`src/design/sha256_pkg.sv`:
```
// shared types, constants and round functions of the sha-256 hash engine
package sha256_pkg;

    localparam int WORD_W   = 32;
    localparam int BITS_W   = 6;
    localparam int SLOT_W   = 4;
    localparam int POS_W    = 10;
    localparam int ROUND_W  = 6;
    localparam int COUNT_W  = 64;
    localparam int BLOCK_N  = 16;
    localparam int CHAIN_N  = 8;

    // padding threshold in bits within a block, last round and last word slot
    localparam logic [POS_W-1:0] LEN_POS   = 10'd448;
    localparam logic [ROUND_W-1:0] LAST_ROUND = 6'd63;
    localparam logic [SLOT_W-1:0]  LAST_SLOT  = 4'd15;

    localparam logic [WORD_W-1:0] K_TABLE [64] = '{
        32'h428a2f98, 32'h71374491, 32'hb5c0fbcf, 32'he9b5dba5,
        32'h3956c25b, 32'h59f111f1, 32'h923f82a4, 32'hab1c5ed5,
        32'hd807aa98, 32'h12835b01, 32'h243185be, 32'h550c7dc3,
        32'h72be5d74, 32'h80deb1fe, 32'h9bdc06a7, 32'hc19bf174,
        32'he49b69c1, 32'hefbe4786, 32'h0fc19dc6, 32'h240ca1cc,
        32'h2de92c6f, 32'h4a7484aa, 32'h5cb0a9dc, 32'h76f988da,
        32'h983e5152, 32'ha831c66d, 32'hb00327c8, 32'hbf597fc7,
        32'hc6e00bf3, 32'hd5a79147, 32'h06ca6351, 32'h14292967,
        32'h27b70a85, 32'h2e1b2138, 32'h4d2c6dfc, 32'h53380d13,
        32'h650a7354, 32'h766a0abb, 32'h81c2c92e, 32'h92722c85,
        32'ha2bfe8a1, 32'ha81a664b, 32'hc24b8b70, 32'hc76c51a3,
        32'hd192e819, 32'hd6990624, 32'hf40e3585, 32'h106aa070,
        32'h19a4c116, 32'h1e376c08, 32'h2748774c, 32'h34b0bcb5,
        32'h391c0cb3, 32'h4ed8aa4a, 32'h5b9cca4f, 32'h682e6ff3,
        32'h748f82ee, 32'h78a5636f, 32'h84c87814, 32'h8cc70208,
        32'h90befffa, 32'ha4506ceb, 32'hbef9a3f7, 32'hc67178f2
    };

    localparam logic [WORD_W-1:0] H_INIT [CHAIN_N] = '{
        32'h6a09e667, 32'hbb67ae85, 32'h3c6ef372, 32'ha54ff53a,
        32'h510e527f, 32'h9b05688c, 32'h1f83d9ab, 32'h5be0cd19
    };

    typedef enum logic [2:0] {
        ST_IDLE,
        ST_PAD,
        ST_LEN,
        ST_LOAD,
        ST_ROUND,
        ST_FOLD
    } sha_state_t;

    // what follows the compression in progress
    typedef enum logic [1:0] {
        PH_DATA,
        PH_PREPAD,
        PH_EXTRA,
        PH_FINAL
    } sha_phase_t;

    typedef struct packed {
        logic                wr_word;
        logic                wr_last;
        logic                pad;
        logic                len;
        logic                load;
        logic                round;
        logic [ROUND_W-1:0]  round_idx;
        logic                fold;
        logic                fold_final;
    } sha_cmd_t;

    typedef struct packed {
        logic slot_last;
        logic pos_full;
        logic pos_high;
    } sha_status_t;

    function automatic logic [WORD_W-1:0] rotr(input logic [WORD_W-1:0] x, input int n);
        rotr = (x >> n) | (x << (WORD_W - n));
    endfunction

    function automatic logic [WORD_W-1:0] big_sigma0(input logic [WORD_W-1:0] x);
        big_sigma0 = rotr(x, 2) ^ rotr(x, 13) ^ rotr(x, 22);
    endfunction

    function automatic logic [WORD_W-1:0] big_sigma1(input logic [WORD_W-1:0] x);
        big_sigma1 = rotr(x, 6) ^ rotr(x, 11) ^ rotr(x, 25);
    endfunction

    function automatic logic [WORD_W-1:0] small_sigma0(input logic [WORD_W-1:0] x);
        small_sigma0 = rotr(x, 7) ^ rotr(x, 18) ^ (x >> 3);
    endfunction

    function automatic logic [WORD_W-1:0] small_sigma1(input logic [WORD_W-1:0] x);
        small_sigma1 = rotr(x, 17) ^ rotr(x, 19) ^ (x >> 10);
    endfunction

endpackage

```
`src/design/sha256_ctrl.sv`:
```
// controller state machine sequencing word loads, padding and compression rounds
module sha256_ctrl (
    input  logic                   clk,
    input  logic                   rst_n,
    input  logic                   in_valid,
    output logic                   in_ready,
    input  logic                   last_word,
    output logic                   out_valid,
    input  logic                   out_ready,
    input  sha256_pkg::sha_status_t status,
    output sha256_pkg::sha_cmd_t    cmd
);

    sha256_pkg::sha_state_t             state_reg, state_next;
    sha256_pkg::sha_phase_t             phase_reg, phase_next;
    logic [sha256_pkg::ROUND_W-1:0]     round_reg, round_next;
    logic                               out_valid_reg, out_valid_next;

    // state registers
    always_ff @(posedge clk or negedge rst_n)
    begin
        if (!rst_n)
        begin
            state_reg     <= sha256_pkg::ST_IDLE;
            phase_reg     <= sha256_pkg::PH_DATA;
            round_reg     <= '0;
            out_valid_reg <= 1'b0;
        end
        else
        begin
            state_reg     <= state_next;
            phase_reg     <= phase_next;
            round_reg     <= round_next;
            out_valid_reg <= out_valid_next;
        end
    end

    assign in_ready  = (state_reg == sha256_pkg::ST_IDLE);
    assign out_valid = out_valid_reg;

    // next state and commands
    always_comb
    begin
        state_next     = state_reg;
        phase_next     = phase_reg;
        round_next     = round_reg;
        cmd            = '0;
        cmd.round_idx  = round_reg;
        out_valid_next = out_valid_reg && !out_ready;

        unique case (state_reg)
            sha256_pkg::ST_IDLE:
            begin
                if (in_valid)
                begin
                    if (last_word)
                    begin
                        cmd.wr_last = 1'b1;
                        state_next  = sha256_pkg::ST_PAD;
                    end
                    else
                    begin
                        cmd.wr_word = 1'b1;
                        if (status.slot_last)
                        begin
                            phase_next = sha256_pkg::PH_DATA;
                            state_next = sha256_pkg::ST_LOAD;
                        end
                    end
                end
            end
            sha256_pkg::ST_PAD:
            begin
                // a full last word in the final slot closes the block first
                if (status.pos_full)
                begin
                    phase_next = sha256_pkg::PH_PREPAD;
                    state_next = sha256_pkg::ST_LOAD;
                end
                else
                begin
                    cmd.pad = 1'b1;
                    if (status.pos_high)
                    begin
                        phase_next = sha256_pkg::PH_EXTRA;
                        state_next = sha256_pkg::ST_LOAD;
                    end
                    else
                    begin
                        state_next = sha256_pkg::ST_LEN;
                    end
                end
            end
            sha256_pkg::ST_LEN:
            begin
                cmd.len    = 1'b1;
                phase_next = sha256_pkg::PH_FINAL;
                state_next = sha256_pkg::ST_LOAD;
            end
            sha256_pkg::ST_LOAD:
            begin
                cmd.load   = 1'b1;
                round_next = '0;
                state_next = sha256_pkg::ST_ROUND;
            end
            sha256_pkg::ST_ROUND:
            begin
                cmd.round  = 1'b1;
                round_next = round_reg + 1'b1;
                if (round_reg == sha256_pkg::LAST_ROUND)
                begin
                    state_next = sha256_pkg::ST_FOLD;
                end
            end
            sha256_pkg::ST_FOLD:
            begin
                unique case (phase_reg)
                    sha256_pkg::PH_DATA:
                    begin
                        cmd.fold   = 1'b1;
                        state_next = sha256_pkg::ST_IDLE;
                    end
                    sha256_pkg::PH_PREPAD:
                    begin
                        cmd.fold   = 1'b1;
                        state_next = sha256_pkg::ST_PAD;
                    end
                    sha256_pkg::PH_EXTRA:
                    begin
                        cmd.fold   = 1'b1;
                        state_next = sha256_pkg::ST_LEN;
                    end
                    sha256_pkg::PH_FINAL:
                    begin
                        // wait for the output register to be free
                        if (!out_valid_reg || out_ready)
                        begin
                            cmd.fold_final = 1'b1;
                            out_valid_next = 1'b1;
                            state_next     = sha256_pkg::ST_IDLE;
                        end
                    end
                    default:
                    begin
                        state_next = sha256_pkg::ST_IDLE;
                    end
                endcase
            end
            default:
            begin
                state_next = sha256_pkg::ST_IDLE;
            end
        endcase
    end

endmodule

```
`config.mk`:
```
export PLATFORM = sky130hd
export DESIGN_NAME = sha256_ctrl
export DESIGN_NICKNAME = d
export VERILOG_FILES = /design/src/design/sha256_pkg.sv /design/src/design/sha256_ctrl.sv
export SDC_FILE = /design/constraint.sdc
export NUM_CORES = 1
export LEC_CHECK = 0
export ABC_AREA = 1
export BUFFER_PORTS_ARGS = -buffer_cell sky130_fd_sc_hd__buf_2
export CAP_MARGIN = 10
export CORE_MARGIN = 3
export CORE_UTILIZATION = 49
export DETAILED_ROUTE_END_ITERATION = 6
export PLACE_DENSITY = 0.75
export SLEW_MARGIN = 0
export SYNTH_ARGS = -nofsm -noshare
export SYNTH_HDL_FRONTEND = slang
export SYNTH_SLANG_ARGS = --single-unit
```
`constraint.sdc`:
```
create_clock -name clk -period 1.4 [get_ports clk]
set_input_delay 0.21 -clock clk [delete_from_list [all_inputs] [get_ports clk]]
set_output_delay 0.21 -clock clk [all_outputs]
set_load 0.02 [all_outputs]
```
==> flow_summary_export.csv, run 1 <==
group,metric,value,unit
route,dr_total_vias,1003,
route,routed_wl,2907,um
setup_path,worstPathArrival,1.35,ns
timing,skew,0.003301,ns
layout,drive_gt1_share,50.91,%
logic_synthesis,ys_warn_count,0,
hold_path,hp-class,"primary input to flop",
layout,nets,175,
timing,relSlewSlack,80.22,%
floorplanning,die-area,2179,um2
power,p_sw_share,24.44,%
placement,place.gp.congestion,0.7958,
setup_path,crit_fanout,5,
logic_synthesis,ys_ff_latch,12,
setup_path,slowest_delay,0.46,ns
setup_path,critPathSlowestCell,"dfrtp_2",
global_route,grt_pass1_wl,3312,um
run_status,status,"complete, but fails checks",
job,drv_cap,0,
cts,clk_path_buf_depth,2,
logic_synthesis,syn-num-nets,122,
layout,largest_register_ffs,6,
layout,fin_util,88.18,%
logic_synthesis,netlist.area_leader.share,37.04,%
route,wl_per_cell,16.06,um
global_route,grt_max_degree,13,
logic_synthesis,netlist_area,810.8,um2
floorplanning,coreArea,1524,um2
power,peakVddDrop,0.4316,mV
floorplanning,start_util,53.20,%
layout,syn_to_final_growth,65.74,%
logic_synthesis,syn_inst,113,
timing,max_freq,642.2,MHz
setup_path,rrSetupSlack,-0.07,ns
timing,postLayoutSetupSlackWorst,-0.1572,ns
hold_path,min_from,"out_ready",
logic_synthesis,synth.distinct_cells,24,
timing,rsz0062_at_grt,"true",
cts,clk-insertion-delay-late,0.29,ns
timing,hold_viol,0,
logic_synthesis,yosysSeqAreaShare,37.04,%
route,drt-pass1-iter-count,5,
cts,clkTransAtPathRegs,0.09,ns
floorplanning,fp.dieW,46.68,um
logic_synthesis,synth.avg_cell_area,7.175,um2
layout,nFillCells,78,
logic_synthesis,synth_area_leaders,"dfrtp_1 37%, nand2_1 14%, inv_1 7.4%",
placement,place.port_buffers,23,
timing,finalSetupViolCount,12,
power,leakagePower,0.7549,nW
placement,place_area,948.4,um2
layout,stdcell_area,1344,um2
timing,timing.setup.tns,-1.203,ns
layout,final_cell_mix,"27 x nand2_1, 20 x buf_4, 15 x buf_2",
setup_path,critPathLaunch,"state_reg[0]",
floorplanning,rows,14,
power,p_sw,0.1666,mW
floorplanning,ioPinCount,24,
timing,drv_slew,0,
power,power_frac_clock,45.0,%
global_route,grt_pass1_vias,819,
timing,worst_slew_pin_slew,0.2967,ns
timing,fin_crit_sh,111.2,%
global_route,grt_use_total,21.49,%
floorplanning,die_h,46.68,um
cts,root_buffer,"clkbuf_4",
setup_path,crit_chain,"nor2_4 -> buf_6 -> buf_12 -> nand2_8 -> clkinv_4 -> buf_6",
layout,diodes,0,
route,viasPerCell,5.541,
setup_path,worstSetupEndpointType,"output pin",
cts,cts_tree,"built",
route,drt_iter0_drc,44,
timing,layout_min_cycle_time,1.557,ns
run_status,violations,"setup timing",
cts,cts.sinks,12,
cts,htree_levels,1,
setup_path,crit_type,"flop to output pin",
power,p_int,0.5150,mW
route,drc_errors,0,
setup_path,worstSetupStartpointType,"flop",
global_route,antenna_found_initial,0,
global_route,grt-ovfl-total,0,
cts,cts_buffers,3,
setup_path,r2r-start,"state_reg[0]",
logic_synthesis,yosys.area.top_type,"dfrtp_1",
route,ant_nets,0,
placement,dp_hpwl,1343,um
layout,mostFrequentLayoutCell,"nand2_1",
setup_path,cpMostUsedCell,"buf_6",
power,p_per_area,507.3,nW/um2
power,combPwrFrac,4.2,%
setup_path,required,1.19,ns
power,seqPwrFrac,50.8,%
## stage by stage
step	power (mW)	hold slack [ns]	setup WS, ns	std cells
after detailed placement	0.3768	0.1053	0.06101	152
final	0.6817	0.2147	-0.1572	181
after CTS	0.6653	0.1962	-0.1045	171
after global placement	0.3758	0.09981	0.1021	152
after floorplan	0.3583	-0.08559	0.001852	113
after global routing	0.6841	0.2577	-0.1982	181
## path summary, 6_finish.rpt
kind,endpoint,cells after the start
setup / recovery,cmd[8],6
max in group asynchronous,round_reg[0],2
hold reg to reg,round_reg[0],1
min in group asynchronous,phase_reg[1],2
hold / removal,out_valid,4
setup reg to reg,state_reg[0],10
## worst max-delay path: cells and delay by family, from the launching register on
| kind | cells | cell delay (ns) |
|---|---|---|
| DFF | 1 | 0.46 |
| buffers and inverters | 4 | 0.39 |
| and+or+nand+nor | 2 | 0.21 |
## final cells by class
| type | instances | area (um2) | share of cell area [%] |
|---|---|---|---|
| tap | 16 | 20.02 | 1.490 |
| clock buffer | 4 | 36.28 | 2.700 |
| sequential | 12 | 305.3 | 22.72 |
| inverter | 21 | 88.84 | 6.611 |
| multi-input combinational | 79 | 499.2 | 37.15 |
| timing repair buffer | 49 | 394.1 | 29.33 |
## power groups by stage
stage	logic, mW	clock network, mW	registers, mW
after floorplan	0.00505	0	0.353
after global placement	0.0227	0	0.353
after detailed placement	0.0237	0	0.353
after CTS	0.0263	0.293	0.346
after global routing	0.0300	0.308	0.346
final	0.0285	0.307	0.346
## cell families (layout without fill, tap and decap cells)
family	after synthesis	in the layout	synth area share (%)
AND/OR/NAND/NOR	67	67	40.59
flip-flops	12	12	37.04
AO/OA/AOI/OAI	11	11	9.105
buffers and inverters	22	74	11.73
adder cells (fa/ha/maj)	1	1	1.543
## cells in the mapped netlist, drive strengths merged
master,n
a21oi,3
a22o,1
a2bb2oi,1
a31oi,1
buf,1
dfrtp,12
ha,1
inv,21
nand2,35
nand3,11
nand4,3
nor2,15
nor3,3
o21ai,3
o21bai,1
o22ai,1
## layer usage
metal	vias up	part of all wire (%)	GRT usage, %
li1	464	-	-
met1	465	38	25.41
met2	62	49	37.91
met3	12	9.4	3.906
met4	0	3.7	8.287
met5	-	0	0
## what timing repair did
| action | in CTS | in global routing |
|---|---|---|
| pin swaps | 4 | 11 |
| endpoints found under the hold margin | 12 | 0 |
| gates resized for setup | 19 | 27 |
| setup endpoints to repair | 9 | 15 |
| buffers inserted | 14 | 10 |
| hold buffers | 1 | 0 |
No activity file was read; power rests on OpenSTA's default activity.
==> inputs of run 2 (changes only) <==
--- a/config.mk
+++ b/config.mk
@@ -6,6 +6,7 @@
 export NUM_CORES = 1
 export LEC_CHECK = 0
 export ABC_AREA = 1
+export ABC_CLOCK_PERIOD_IN_PS = 1400
 export BUFFER_PORTS_ARGS = -buffer_cell sky130_fd_sc_hd__buf_2
 export CAP_MARGIN = 10
 export CORE_MARGIN = 3
==> constraint.sdc (replaced) <==
create_clock -name clk -period 1.4 [get_ports clk]
set_input_delay 0.07 -clock clk [delete_from_list [all_inputs] [get_ports clk]]
set_output_delay 0.07 -clock clk [all_outputs]
set_load 0.02 [all_outputs]
==> run 2 against run 1 <==
  * Cell area shrank 19%
  * Critical path type unchanged
  * Flip-flop and latch count is the same
  * The flow now finishes without violations
  * Highest routed layer is now met3
  * Largest power group unchanged
  * Largest cell class unchanged
  * Total power shrank 4.6%
  * Count of clock-buffer cells in the layout is the same
==> flow_summary_export.csv, run 2 (synthesis results as in run 1) <==
group,metric,value,unit
route,ant_nets,0,
cts,clkTransAtPathRegs,0.08,ns
setup_path,crit_fanout,5,
hold_path,hp-class,"primary input to flop",
setup_path,worstSetupStartpointType,"flop",
run_status,status,"completed",
layout,layout.cells.non_filler,164,
setup_path,worstSetupEndpointType,"output pin",
cts,root_buffer,"clkbuf_4",
power,combPwrFrac,3.9,%
cts,cts_buffers,3,
power,p_per_area,600.1,nW/um2
placement,place_area,950.9,um2
floorplanning,ioPinCount,24,
cts,cts.sinks,12,
cts,clk-insertion-delay-late,0.27,ns
timing,skew,0.0004738,ns
power,power,0.6502,mW
layout,stdcell_area,1084,um2
placement,place.gp.congestion,0.8328,
global_route,grt_pass1_vias,682,
timing,relSlewSlack,81.90,%
floorplanning,coreArea,1524,um2
power,p_int,0.5140,mW
timing,fin_crit_sh,98.09,%
setup_path,crit_type,"flop to output pin",
route,wl_per_cell,10.69,um
cts,cts_tree,"built",
setup_path,r2r-start,"state_reg[0]",
timing,hold_viol,0,
timing,worst_slew_pin_slew,0.2716,ns
floorplanning,fp.dieW,46.68,um
placement,dp_slack,0.06216,ns
route,viasPerCell,5.043,
timing,fin_hold_ws,0.07664,ns
layout,largest_register_ffs,6,
power,power_frac_clock,42.8,%
global_route,met2_usage,27.20,%
global_route,grt_max_degree,13,
global_route,grt.busiest_layer,"met2",
timing,layout_min_cycle_time,1.373,ns
job,drv_cap,0,
floorplanning,die_h,46.68,um
cts,htree_levels,1,
layout,drive_gt1_share,40.54,%
timing,postLayoutSetupSlackWorst,0.02674,ns
setup_path,critPathLaunch,"state_reg[0]",
power,p_sw,0.1362,mW
power,peakVddDrop,0.5995,mV
hold_path,min_from,"out_ready",
power,p_sw_share,20.95,%
route,drt_iter0_drc,21,
route,dr_total_vias,827,
timing,max_freq,728.2,MHz
global_route,grt-ovfl-total,0,
global_route,use_met3,3.516,%
placement,dp_hpwl,1361,um
route,drc_errors,0,
route,drt-pass1-iter-count,4,
placement,dpl.cell_count,153,
timing,finalSetupViolCount,0,
power,seqPwrFrac,53.2,%
route,routed_wl,1753,um
cts,clk_path_buf_depth,2,
floorplanning,start_util,53.20,%
layout,mostFrequentLayoutCell,"nand2_1",
layout,syn_to_final_growth,33.64,%
setup_path,worstPathArrival,1.30,ns
layout,diodes,0,
layout,nets,158,
global_route,grt_use_total,17.75,%
global_route,antenna_found_initial,0,
global_route,grt_pass1_wl,2787,um
layout,final_cell_mix,"28 x nand2_1, 18 x buf_2, 15 x inv_1",
power,leakagePower,0.6390,nW
floorplanning,rows,14,
placement,place.port_buffers,23,
setup_path,required,1.33,ns
timing,drv_slew,0,
layout,nFillCells,136,
global_route,use_met1,25.12,%
floorplanning,die-area,2179,um2
timing,rsz0062_at_grt,"true",
run 2: cell count changes in the layout (fill, tap and decap cells not counted), moves of 2 or more:
cell     previous run  this run
nor2_4              4         1
buf_2              15        18
buf_4              20        12
nand2_4             4         2
nor2_1             10        12
inv_4               2         0
buf_6              11         1
nand2_2             3         5
run 2: power groups by stage:
| stage | sequential, mW | combinational (mW) | clock [mW] |
|---|---|---|---|
| 2_1_floorplan | 0.353 | 0.00453 | 0 |
| 3_5_place_dp | 0.353 | 0.0236 | 0 |
| 5_1_grt | 0.346 | 0.0290 | 0.304 |
| 3_3_place_gp | 0.353 | 0.0222 | 0 |
| 6_report | 0.346 | 0.0257 | 0.278 |
| 4_1_cts | 0.346 | 0.0262 | 0.286 |
run 2: path summary, 6_finish.rpt:
path | endpoint | slack [ns] | cells after the start
setup reg to reg | state_reg[0] | 0.07 | 7
min in group asynchronous | phase_reg[0] | 0.20 | 2
setup / recovery | cmd[12] | 0.03 | 4
max in group asynchronous | state_reg[0] | 0.97 | 2
hold / removal | out_valid | 0.08 | 4
hold reg to reg | round_reg[0] | 0.50 | 1
run 2: stage by stage:
stage	utilization, %	setup TNS, ns
2_1_floorplan	-	0
3_3_place_gp	62.40	0
3_5_place_dp	62.40	0
4_1_cts	68.06	0
5_1_grt	71.10	-0.2469
6_report	71.10	0
run 2: worst max-delay path, cell delays in order, from the launching register on:
cell     delay [ns]
dfrtp_2        0.46
nor2_4         0.21
nand2_2        0.10
nor3_2         0.11
buf_4          0.16
run 2: area by class of cell:
type                    count  area [um2]  area share (%)
inverters                  21       86.33           7.968
clock buffers               4       36.28           3.349
well taps                  16       20.02           1.848
flip-flops and latches     12       304.0           28.06
repair buffers             32       201.4           18.59
multi-input cells          79       435.4           40.18
run 2: what timing repair did:
item / in CTS / in global routing
hold endpoints to repair: 12 / 0
setup buffers: 4 / 2
endpoints found under the setup margin: 5 / 9
pin swaps: 1 / 2
hold buffers: 1 / 0
gates resized for setup: 4 / 11
cloned: 0 / 0
run 2: metal layers:
layer	wire length, um	vias up	share of wire [%]
met4	0	0	0
met5	0	-	0
met2	842	28	48
met3	106	0	6.0
met1	804	368	46
li1	-	431	-
